File: src/rtl/core/rau_pkg.sv
package rau_pkg;
  localparam logic [1:0] OP_ADD = 2'd0;
  localparam logic [1:0] OP_SUB = 2'd1;
  localparam logic [1:0] OP_MUL = 2'd2;
  localparam logic [1:0] OP_DIV = 2'd3;

  localparam logic [4:0] DP_NONE   = 5'd0;
  localparam logic [4:0] DP_LOAD   = 5'd1;
  localparam logic [4:0] DP_G1INIT = 5'd2;
  localparam logic [4:0] DP_DIVST  = 5'd3;
  localparam logic [4:0] DP_G1STEP = 5'd4;
  localparam logic [4:0] DP_LSET   = 5'd5;
  localparam logic [4:0] DP_MULST  = 5'd6;
  localparam logic [4:0] DP_T1SET  = 5'd7;
  localparam logic [4:0] DP_T2SET  = 5'd8;
  localparam logic [4:0] DP_COMB   = 5'd9;
  localparam logic [4:0] DP_G2INIT = 5'd10;
  localparam logic [4:0] DP_G2STEP = 5'd11;
  localparam logic [4:0] DP_NUMQ   = 5'd12;
  localparam logic [4:0] DP_DENQ   = 5'd13;
  localparam logic [4:0] DP_FINISH = 5'd14;
  localparam logic [4:0] DP_CROSS  = 5'd15;
  localparam logic [4:0] DP_GSET   = 5'd16;
  localparam logic [4:0] DP_Q1SET  = 5'd17;
  localparam logic [4:0] DP_Q2SET  = 5'd18;

  typedef struct packed {
    logic [4:0] op;
    logic [2:0] div_sel;
    logic [2:0] mul_sel;
  } dp_cmd_t;

  typedef struct packed {
    logic div_done;
    logic mul_done;
    logic bad;
    logic is_addsub;
    logic is_div;
    logic rem_zero;
  } dp_status_t;

  localparam logic [2:0] DIV_GCD = 3'd0;
  localparam logic [2:0] DIV_NUM = 3'd1;
  localparam logic [2:0] DIV_DEN = 3'd2;
  localparam logic [2:0] DIV_AD  = 3'd3;
  localparam logic [2:0] DIV_BD  = 3'd4;

  localparam logic [2:0] MUL_AN_BN = 3'd0;
  localparam logic [2:0] MUL_AD_BD = 3'd1;
  localparam logic [2:0] MUL_AN_BD = 3'd2;
  localparam logic [2:0] MUL_AD_BN = 3'd3;
  localparam logic [2:0] MUL_Q1_BD = 3'd4;
  localparam logic [2:0] MUL_Q2_AN = 3'd5;
  localparam logic [2:0] MUL_Q1_BN = 3'd6;
endpackage

File: src/rtl/core/rau_divider.sv
module rau_divider (
  input  logic        clk,
  input  logic        rst,
  input  logic        start,
  input  logic [63:0] dividend,
  input  logic [63:0] divisor,
  output logic        done,
  output logic [63:0] quotient,
  output logic [63:0] remainder
);
  logic [6:0]  count;
  logic        busy;
  logic [63:0] rem;
  logic [63:0] quo;
  logic [63:0] dsr;
  logic [64:0] trial;

  assign trial = {rem[63:0], quo[63]} - {1'b0, dsr};

  always_ff @(posedge clk) begin
    if (rst) begin
      busy <= 1'b0;
      done <= 1'b0;
      count <= '0;
    end else begin
      done <= 1'b0;
      if (start) begin
        busy <= 1'b1;
        count <= 7'd0;
        rem <= '0;
        quo <= dividend;
        dsr <= divisor;
      end else if (busy) begin
        if (!trial[64]) begin
          rem <= trial[63:0];
        end else begin
          rem <= {rem[62:0], quo[63]};
        end
        quo <= {quo[62:0], !trial[64]};
        count <= count + 7'd1;
        if (count == 7'd63) begin
          busy <= 1'b0;
          done <= 1'b1;
        end
      end
    end
  end

  assign quotient = quo;
  assign remainder = rem;
endmodule

File: src/rtl/core/rau_datapath.sv
module rau_datapath #(
  parameter int OPERAND_WIDTH = 32
) (
  input  logic               clk,
  input  rau_pkg::dp_cmd_t   cmd,
  output rau_pkg::dp_status_t status,
  input  logic [1:0]         operation,
  input  logic [31:0]        a_num,
  input  logic [31:0]        a_den,
  input  logic [31:0]        b_num,
  input  logic [31:0]        b_den,
  output logic [63:0]        res_num,
  output logic [62:0]        res_den,
  output logic               invalid,
  output logic               overflow,
  input  logic               rst
);
  logic [1:0]  opr;
  logic [31:0] an, ad, bn, bd;
  logic        an_s, ad_s, bn_s, bd_s;
  logic [63:0] gx, gy, t1, t2, num, den, prod, g;
  logic [31:0] q1, q2;
  logic        neg, bad;
  logic [63:0] dvd, dvs, q, r;
  logic        dstart, ddone;
  logic [31:0] ma, mb;
  logic        mdone;

  function automatic logic [32:0] field(input logic [31:0] raw);
    logic [31:0] v;
    logic [31:0] m;
    begin
      v = 32'(signed'(raw[OPERAND_WIDTH-1:0]));
      m = v[31] ? (32'd0 - v) : v;
      field = {v[31], m};
    end
  endfunction

  rau_divider u_div (
    .clk(clk), .rst(rst), .start(dstart), .dividend(dvd), .divisor(dvs),
    .done(ddone), .quotient(q), .remainder(r)
  );

  assign dstart = (cmd.op == rau_pkg::DP_DIVST);

  always_comb begin
    case (cmd.div_sel)
      rau_pkg::DIV_NUM: begin dvd = num;          dvs = g; end
      rau_pkg::DIV_DEN: begin dvd = den;          dvs = g; end
      rau_pkg::DIV_AD:  begin dvd = {32'd0, ad};  dvs = g; end
      rau_pkg::DIV_BD:  begin dvd = {32'd0, bd};  dvs = g; end
      default:          begin dvd = gx;           dvs = gy; end
    endcase
    case (cmd.mul_sel)
      rau_pkg::MUL_AD_BD: begin ma = ad; mb = bd; end
      rau_pkg::MUL_AN_BD: begin ma = an; mb = bd; end
      rau_pkg::MUL_AD_BN: begin ma = ad; mb = bn; end
      rau_pkg::MUL_Q1_BD: begin ma = q1; mb = bd; end
      rau_pkg::MUL_Q2_AN: begin ma = q2; mb = an; end
      rau_pkg::MUL_Q1_BN: begin ma = q1; mb = bn; end
      default:            begin ma = an; mb = bn; end
    endcase
  end

  always_ff @(posedge clk) begin
    mdone <= (cmd.op == rau_pkg::DP_MULST);
    if (cmd.op == rau_pkg::DP_MULST) prod <= {32'd0, ma} * {32'd0, mb};
    case (cmd.op)
      rau_pkg::DP_LOAD: begin
        opr <= operation;
        {an_s, an} <= field(a_num);
        {ad_s, ad} <= field(a_den);
        {bn_s, bn} <= field(b_num);
        {bd_s, bd} <= field(b_den);
      end
      rau_pkg::DP_G1INIT: begin
        gx <= {32'd0, ad};
        gy <= {32'd0, bd};
      end
      rau_pkg::DP_G1STEP, rau_pkg::DP_G2STEP: begin
        gx <= gy;
        gy <= r;
      end
      rau_pkg::DP_GSET: g <= gx;
      rau_pkg::DP_Q1SET: q1 <= q[31:0];
      rau_pkg::DP_Q2SET: q2 <= q[31:0];
      rau_pkg::DP_LSET: den <= prod;
      rau_pkg::DP_T1SET: t1 <= prod;
      rau_pkg::DP_T2SET: t2 <= prod;
      rau_pkg::DP_COMB: begin
        if (((an_s != ad_s) && t1 != 0) == (((bn_s != bd_s) != (opr == rau_pkg::OP_SUB))
            && t2 != 0)) begin
          num <= t1 + t2;
          neg <= (an_s != ad_s) && t1 != 0;
        end else if (t1 >= t2) begin
          num <= t1 - t2;
          neg <= (an_s != ad_s) && t1 != 0;
        end else begin
          num <= t2 - t1;
          neg <= ((bn_s != bd_s) != (opr == rau_pkg::OP_SUB)) && t2 != 0;
        end
      end
      rau_pkg::DP_CROSS: begin
        num <= t1;
        den <= t2;
        if (opr == rau_pkg::OP_MUL) neg <= (an_s != bn_s) != (ad_s != bd_s);
        else neg <= (an_s != bd_s) != (ad_s != bn_s);
      end
      rau_pkg::DP_G2INIT: begin
        gx <= num;
        gy <= den;
      end
      rau_pkg::DP_NUMQ: num <= q;
      rau_pkg::DP_DENQ: den <= q;
      rau_pkg::DP_FINISH: begin
        res_num <= bad ? 64'd1 : ((neg && num != 0) ? 64'd0 - num : num);
        res_den <= bad ? 63'd0 : den[62:0];
        invalid <= bad;
        overflow <= 1'b0;
      end
      default: ;
    endcase
  end

  always_comb begin
    bad = (ad == 0) || (bd == 0) || (opr == rau_pkg::OP_DIV && bn == 0);
  end

  assign status.div_done = ddone;
  assign status.mul_done = mdone;
  assign status.bad = bad;
  assign status.is_addsub = !opr[1];
  assign status.is_div = (opr == rau_pkg::OP_DIV);
  assign status.rem_zero = (gy == 0);
endmodule

File: src/rtl/core/rau_control.sv
module rau_control (
  input  logic                clk,
  input  logic                rst,
  input  logic                in_valid,
  output logic                in_stall,
  output logic                out_valid,
  input  logic                out_stall,
  output rau_pkg::dp_cmd_t    cmd,
  input  rau_pkg::dp_status_t status
);
  localparam logic [4:0] S_IDLE = 5'd0, S_CHK = 5'd1, S_G1 = 5'd2, S_G1W = 5'd3,
    S_LD = 5'd4, S_LW = 5'd5, S_T1 = 5'd6, S_T1W = 5'd7, S_T2 = 5'd8, S_T2W = 5'd9,
    S_COMB = 5'd10, S_M1 = 5'd11, S_M1W = 5'd12, S_M2 = 5'd13, S_M2W = 5'd14,
    S_CROSS = 5'd15, S_G2I = 5'd16, S_G2 = 5'd17, S_G2W = 5'd18, S_NQ = 5'd19,
    S_NQW = 5'd20, S_DQ = 5'd21, S_DQW = 5'd22, S_FIN = 5'd23, S_OUT = 5'd24,
    S_BAD = 5'd25, S_Q1 = 5'd26, S_Q1W = 5'd27, S_Q2 = 5'd28, S_Q2W = 5'd29,
    S_LM = 5'd30;
  logic [4:0] state, state_next;

  assign in_stall = (state != S_IDLE);

  always_comb begin
    state_next = state;
    cmd = '{op: rau_pkg::DP_NONE, div_sel: rau_pkg::DIV_GCD, mul_sel: rau_pkg::MUL_AN_BN};
    case (state)
      S_IDLE: if (in_valid) begin cmd.op = rau_pkg::DP_LOAD; state_next = S_CHK; end
      S_CHK: begin
        if (status.bad) state_next = S_BAD;
        else if (status.is_addsub) begin cmd.op = rau_pkg::DP_G1INIT; state_next = S_G1; end
        else state_next = S_M1;
      end
      S_G1: begin
        if (status.rem_zero) state_next = S_LD;
        else begin cmd.op = rau_pkg::DP_DIVST; state_next = S_G1W; end
      end
      S_G1W: if (status.div_done) begin cmd.op = rau_pkg::DP_G1STEP; state_next = S_G1; end
      S_LD: begin cmd.op = rau_pkg::DP_GSET; state_next = S_Q1; end
      S_Q1: begin cmd.op = rau_pkg::DP_DIVST; cmd.div_sel = rau_pkg::DIV_AD;
        state_next = S_Q1W; end
      S_Q1W: if (status.div_done) begin cmd.op = rau_pkg::DP_Q1SET; state_next = S_Q2; end
      S_Q2: begin cmd.op = rau_pkg::DP_DIVST; cmd.div_sel = rau_pkg::DIV_BD;
        state_next = S_Q2W; end
      S_Q2W: if (status.div_done) begin cmd.op = rau_pkg::DP_Q2SET; state_next = S_LM; end
      S_LM: begin cmd.op = rau_pkg::DP_MULST; cmd.mul_sel = rau_pkg::MUL_Q1_BD;
        state_next = S_LW; end
      S_LW: if (status.mul_done) begin cmd.op = rau_pkg::DP_LSET; state_next = S_T1; end
      S_T1: begin cmd.op = rau_pkg::DP_MULST; cmd.mul_sel = rau_pkg::MUL_Q2_AN;
        state_next = S_T1W; end
      S_T1W: if (status.mul_done) begin cmd.op = rau_pkg::DP_T1SET; state_next = S_T2; end
      S_T2: begin cmd.op = rau_pkg::DP_MULST; cmd.mul_sel = rau_pkg::MUL_Q1_BN;
        state_next = S_T2W; end
      S_T2W: if (status.mul_done) begin cmd.op = rau_pkg::DP_T2SET; state_next = S_COMB; end
      S_COMB: begin cmd.op = rau_pkg::DP_COMB; state_next = S_G2I; end
      S_M1: begin cmd.op = rau_pkg::DP_MULST;
        cmd.mul_sel = status.is_div ? rau_pkg::MUL_AN_BD : rau_pkg::MUL_AN_BN;
        state_next = S_M1W; end
      S_M1W: if (status.mul_done) begin cmd.op = rau_pkg::DP_T1SET; state_next = S_M2; end
      S_M2: begin cmd.op = rau_pkg::DP_MULST;
        cmd.mul_sel = status.is_div ? rau_pkg::MUL_AD_BN : rau_pkg::MUL_AD_BD;
        state_next = S_M2W; end
      S_M2W: if (status.mul_done) begin cmd.op = rau_pkg::DP_T2SET; state_next = S_CROSS; end
      S_CROSS: begin cmd.op = rau_pkg::DP_CROSS; state_next = S_G2I; end
      S_G2I: begin cmd.op = rau_pkg::DP_G2INIT; state_next = S_G2; end
      S_G2: begin
        if (status.rem_zero) state_next = S_NQ;
        else begin cmd.op = rau_pkg::DP_DIVST; state_next = S_G2W; end
      end
      S_G2W: if (status.div_done) begin cmd.op = rau_pkg::DP_G2STEP; state_next = S_G2; end
      S_NQ: begin cmd.op = rau_pkg::DP_GSET; state_next = S_NQW; end
      S_NQW: begin cmd.op = rau_pkg::DP_DIVST; cmd.div_sel = rau_pkg::DIV_NUM;
        state_next = S_DQ; end
      S_DQ: if (status.div_done) begin cmd.op = rau_pkg::DP_NUMQ; state_next = S_DQW; end
      S_DQW: begin cmd.op = rau_pkg::DP_DIVST; cmd.div_sel = rau_pkg::DIV_DEN;
        state_next = S_FIN; end
      S_FIN: if (status.div_done) begin cmd.op = rau_pkg::DP_DENQ; state_next = S_BAD; end
      S_BAD: begin cmd.op = rau_pkg::DP_FINISH; state_next = S_OUT; end
      S_OUT: if (!out_stall) state_next = S_IDLE;
      default: state_next = S_IDLE;
    endcase
  end

  assign out_valid = (state == S_OUT);

  always_ff @(posedge clk) begin
    if (rst) state <= S_IDLE;
    else state <= state_next;
  end
endmodule

File: src/rtl/core/rational_arith_unit.sv
// Rational arithmetic unit: takes two signed fractions and an operation
// (add, subtract, multiply, divide), returns the result reduced by gcd with
// sign on the numerator. A zero operand denominator, or divide by zero,
// returns 1/0 with invalid set. One transaction at a time: each gcd step and
// each quotient is a 64-bit division on the shared radix-2 divider. An item
// runs a Euclid gcd of the denominators (add and subtract only) and a
// reduction gcd (every valid operation). Output stall holds the result.
module rational_arith_unit #(
  parameter int OPERAND_WIDTH = 32
) (
  input  logic        clk,
  input  logic        rst,
  input  logic        in_valid,
  output logic        in_stall,
  input  logic [1:0]  operation,
  input  logic [31:0] a_num,
  input  logic [31:0] a_den,
  input  logic [31:0] b_num,
  input  logic [31:0] b_den,
  output logic        out_valid,
  input  logic        out_stall,
  output logic [63:0] res_num,
  output logic [62:0] res_den,
  output logic        invalid,
  output logic        overflow
);
  rau_pkg::dp_cmd_t    cmd;
  rau_pkg::dp_status_t status;

  rau_control u_ctl (
    .clk(clk), .rst(rst), .in_valid(in_valid), .in_stall(in_stall),
    .out_valid(out_valid), .out_stall(out_stall), .cmd(cmd), .status(status)
  );

  rau_datapath #(.OPERAND_WIDTH(OPERAND_WIDTH)) u_dp (
    .clk(clk), .rst(rst), .cmd(cmd), .status(status), .operation(operation),
    .a_num(a_num), .a_den(a_den), .b_num(b_num), .b_den(b_den),
    .res_num(res_num), .res_den(res_den), .invalid(invalid), .overflow(overflow)
  );
endmodule

File: config.mk
export PLATFORM = sky130hd
export DESIGN_NAME = rational_arith_unit
export DESIGN_NICKNAME = d
export VERILOG_FILES = /design/src/rtl/core/rau_pkg.sv /design/src/rtl/core/rau_divider.sv /design/src/rtl/core/rau_datapath.sv /design/src/rtl/core/rau_control.sv /design/src/rtl/core/rational_arith_unit.sv
export SDC_FILE = /design/constraint.sdc
export NUM_CORES = 2
export LEC_CHECK = 0
export BUFFER_PORTS_ARGS = -buffer_cell sky130_fd_sc_hd__buf_2
export CAP_MARGIN = 20
export CORE_MARGIN = 4
export CORE_UTILIZATION = 45
export CTS_CLUSTER_DIAMETER = 60
export DETAILED_ROUTE_END_ITERATION = 10
export PLACE_DENSITY = 0.62
export SYNTH_ARGS = -nofsm -noshare
export SYNTH_HDL_FRONTEND = slang
export SYNTH_SLANG_ARGS = --single-unit
File: constraint.sdc
create_clock -name clk -period 15.54 [get_ports clk]
set_clock_uncertainty 0.15 [all_clocks]
set_input_delay 3.108 -clock clk [delete_from_list [all_inputs] [get_ports clk]]
set_output_delay 3.108 -clock clk [all_outputs]
set_load 0.01 [all_outputs]
==> results.yml <==
sta:
  final-max-slew-violation-count: 0
  clock.fmax_ghz: 0.0796
  final_critical_path_setup_slack_ns: 2.97
  tightest_slew_ns: 1.31
  report.final.setup_viol: 0
  timing.final.hold_violations: 0
  post-route-min-period_ns: 12.57
  timing.slew.headroom_pct: 12.7
  setup_repair_after_global_routing_missed_its_margin: "false"
  finalSetupTns_ns: 0
  post-route-period-util_pct: 80.9
yosys:
  warnings_synthesis: 0
  syn-num-nets: 11100
  synth_seq_cells: 1046
  count_of_flip_flops_with_a_built_in_enable_after_synthesis: 1031
  ys_seq_area_share_pct: 33.5
  avgSynthCellArea_um2: 9.81
  post_synth_instance_area_um2: 93200
  async_reset_ff_share_pct: 0
  synth_ff_type: "sky130_fd_sc_hd__edfxtp_1"
  syn-instance-count: 9503
  number_of_different_library_cells_in_the_post_synthesis_netlist: 84
clocking:
  clk_pin_slew_ns: 0.06
  htreeDepth: 3
  cts_stage_hold_buffer_count: 0
  cts_buffer_depth: 3
  cts-buffers-inserted: 112
  cts.repair.resized: 0
  root_buffer: "sky130_fd_sc_hd__clkbuf_16"
  cts_tree: "done"
  clkLatencyLatePin_ns: 0.79
  clkSinkCount: 1046
  postCtsSetupBuffers: 0
grt:
  antenna_found_initial: 22
  grt_pass1_wl_um: 565000
  maximum_number_of_pins_on_one_net_before_global_route_repair: 129
  global_route.overflow_total: 0
  grt_pass1_vias: 78000
  track_usage_pct: 36.1
floorplan:
  die_ht_um: 463
  die_w_um: 463
  placement_rows: 166
  floorplan.initialDensity_pct: 45.4
  floorplan.die_area_um2: 214000
  core-area_um2: 205000
  pin_count: 265
detailed_routing:
  finalWirelength_um: 399000
  route.vias.total: 79500
  route.top_layer_used: "met5"
  route.detailed.wl_per_inst_um: 32.4
  detail_route.first_pass.iterations: 11
  first_iter_violations: 11300
  detailroute.wirelength.met3_um: 50400
  ant_nets: 0
  met1Wirelength_um: 152000
  drcViolationCount: 6
  routed_via_density: 6.45
  routed-wl-met2_um: 168000
place:
  finalWeightedCongestion: 1.07
  hpwl_um: 309000
  port-buffer-count: 263
  pre_cts_ws_ns: 3.31
finish:
  filler_cell_count: 18900
  final_nets: 11100
  flow.area_growth_from_synthesis_pct: 9.57
  layout.cells.most_common_list: "1250 x sky130_fd_sc_hd__inv_1, 1031 x sky130_fd_sc_hd__edfxtp_1, 969 x sky130_fd_sc_hd__nor2_1, 900 x sky130_fd_sc_hd__fa_1, 899 x sky130_fd_sc_hd__nand2_1"
  layout.cells.most_common: "sky130_fd_sc_hd__inv_1"
  fraction_of_layout_instances_using_a_drive_strength_above_1_pct: 8.86
critical_path:
  critPathLaunchType: "flop"
  cp.arrival_ns: 12.90
  crit_required_ns: 15.87
  critPathMaxStageDelay_ns: 0.99
  worstPathMaxFanout: 60
  worst_path_most_repeated_cell: "sky130_fd_sc_hd__fa_1"
  critical_path_class: "flop to flop"
  cpMaxStageDelayCell: "sky130_fd_sc_hd__a221o_1"
  worst_setup_path_end_kind: "flop"
hold_path:
  worstHoldPathType: "flop to flop"
outcome:
  violations: "DRC"
  outcome: "complete, but fails checks"
run:
  drv.max_cap_violation_count: 0
## critical path, delay by kind of cell (launching register included)
kind	cells	cell delay [ns]
adder cells (fa/ha/maj)	9	4.33
flip-flops	1	0.30
AND/OR/NAND/NOR	6	1.89
buffers and inverters	9	1.90
XOR/XNOR	1	0.09
AO/OA/AOI/OAI	11	3.48
## layout make-up
class / count / area (µm²) / share of cell area [%]
Multi-Input combinational cell: 6660 / 55900 / 54.8
Sequential cell: 1046 / 31300 / 30.6
Inverter: 1253 / 4700 / 4.60
Tap cell: 2688 / 3360 / 3.29
Timing Repair Buffer: 469 / 2960 / 2.90
Clock buffer: 127 / 2880 / 2.82
Clock inverter: 81 / 1010 / 0.993
Antenna cell: 13 / 32.5 / 0.0319
## logic make-up (layout without fill, tap and decap cells)
group / count (synthesis) / after routing / synth area share, %
xor gates and xnor gates: 362 / 362 / 3.40
muxes: 92 / 92 / 1.08
AOI/OAI and AO/OA: 2114 / 2114 / 15.7
other: 1 / 14 / 0.00402
adders and majority gates: 1423 / 1423 / 26.3
and+or+nand+nor: 2668 / 2668 / 12.7
buffers and inverters: 1797 / 1930 / 7.25
DFF: 1046 / 1046 / 33.5
## registers in the layout, summed over array words and instances (netlist names), 63 cells and up
signal	count
u_dp.u_div.dsr	64
u_dp.num	64
u_dp.prod	64
u_dp.gy	64
u_dp.g	64
u_dp.t2	64
u_dp.res_num	64
u_dp.u_div.remainder	64
u_dp.u_div.quotient	64
u_dp.t1	64
u_dp.gx	64
u_dp.den	64
u_dp.res_den	63
## Yosys cell counts (35+ instances only)
master	n	area (µm²)
sky130_fd_sc_hd__nand2b_1	53	332
sky130_fd_sc_hd__edfxtp_1	1031	31000
sky130_fd_sc_hd__fa_1	900	18000
sky130_fd_sc_hd__xor2_1	97	850
sky130_fd_sc_hd__a22oi_1	141	1060
sky130_fd_sc_hd__o41ai_1	35	307
sky130_fd_sc_hd__mux2_2	69	777
sky130_fd_sc_hd__and2_1	115	719
sky130_fd_sc_hd__a21oi_1	491	2460
sky130_fd_sc_hd__clkbuf_1	502	1880
sky130_fd_sc_hd__a21o_1	112	841
sky130_fd_sc_hd__a221o_1	66	661
sky130_fd_sc_hd__nor4_1	123	769
sky130_fd_sc_hd__inv_1	1251	4700
sky130_fd_sc_hd__o31ai_1	139	1040
sky130_fd_sc_hd__a22o_1	131	1150
sky130_fd_sc_hd__o21bai_1	81	608
sky130_fd_sc_hd__nand2_1	899	3370
sky130_fd_sc_hd__o21a_1	36	270
sky130_fd_sc_hd__xnor2_1	265	2320
sky130_fd_sc_hd__ha_1	523	6540
sky130_fd_sc_hd__nor3_1	98	490
sky130_fd_sc_hd__nor2_1	978	3670
sky130_fd_sc_hd__a211oi_1	51	383
sky130_fd_sc_hd__or3_1	49	307
sky130_fd_sc_hd__a221oi_1	102	893
sky130_fd_sc_hd__a31oi_1	85	532
sky130_fd_sc_hd__nand4_1	100	626
sky130_fd_sc_hd__a222oi_1	96	961
sky130_fd_sc_hd__nand3_1	114	571
sky130_fd_sc_hd__o21ai_0	334	1670
## metal layers
layer	up-vias	global-route usage [%]
met4	6	21.0
li1	33100	-
met2	5564	52.6
met3	1072	10.0
met5	-	0
met1	39800	48.3
## stage by stage
step	util (%)	cell area (µm²)	cells	hold slack, ns
6_report	49.7	102000	12300	0.294
5_1_grt	49.7	102000	12300	0.304
4_1_cts	49.7	102000	12300	0.293
3_5_place_dp	47.8	98200	12100	0.284
3_3_place_gp	47.7	98100	12100	0.278
2_1_floorplan	-	93200	9503	0.275
## path summary, 6_finish.rpt
check | startpoint | endpoint | slack, ns | cells past startpoint
setup / recovery | u_ctl.state[2] | u_dp.prod[54] | 2.97 | 36
hold reg to reg | u_dp.gx[23] | u_dp.g[23] | 0.29 | 0
hold / removal | u_dp.gx[23] | u_dp.g[23] | 0.29 | 0
setup reg to reg | u_ctl.state[2] | u_dp.prod[54] | 2.97 | 36
Power is not shown: default switching activity piles up to over one toggle a cycle in this logic, so the estimate is an artifact.
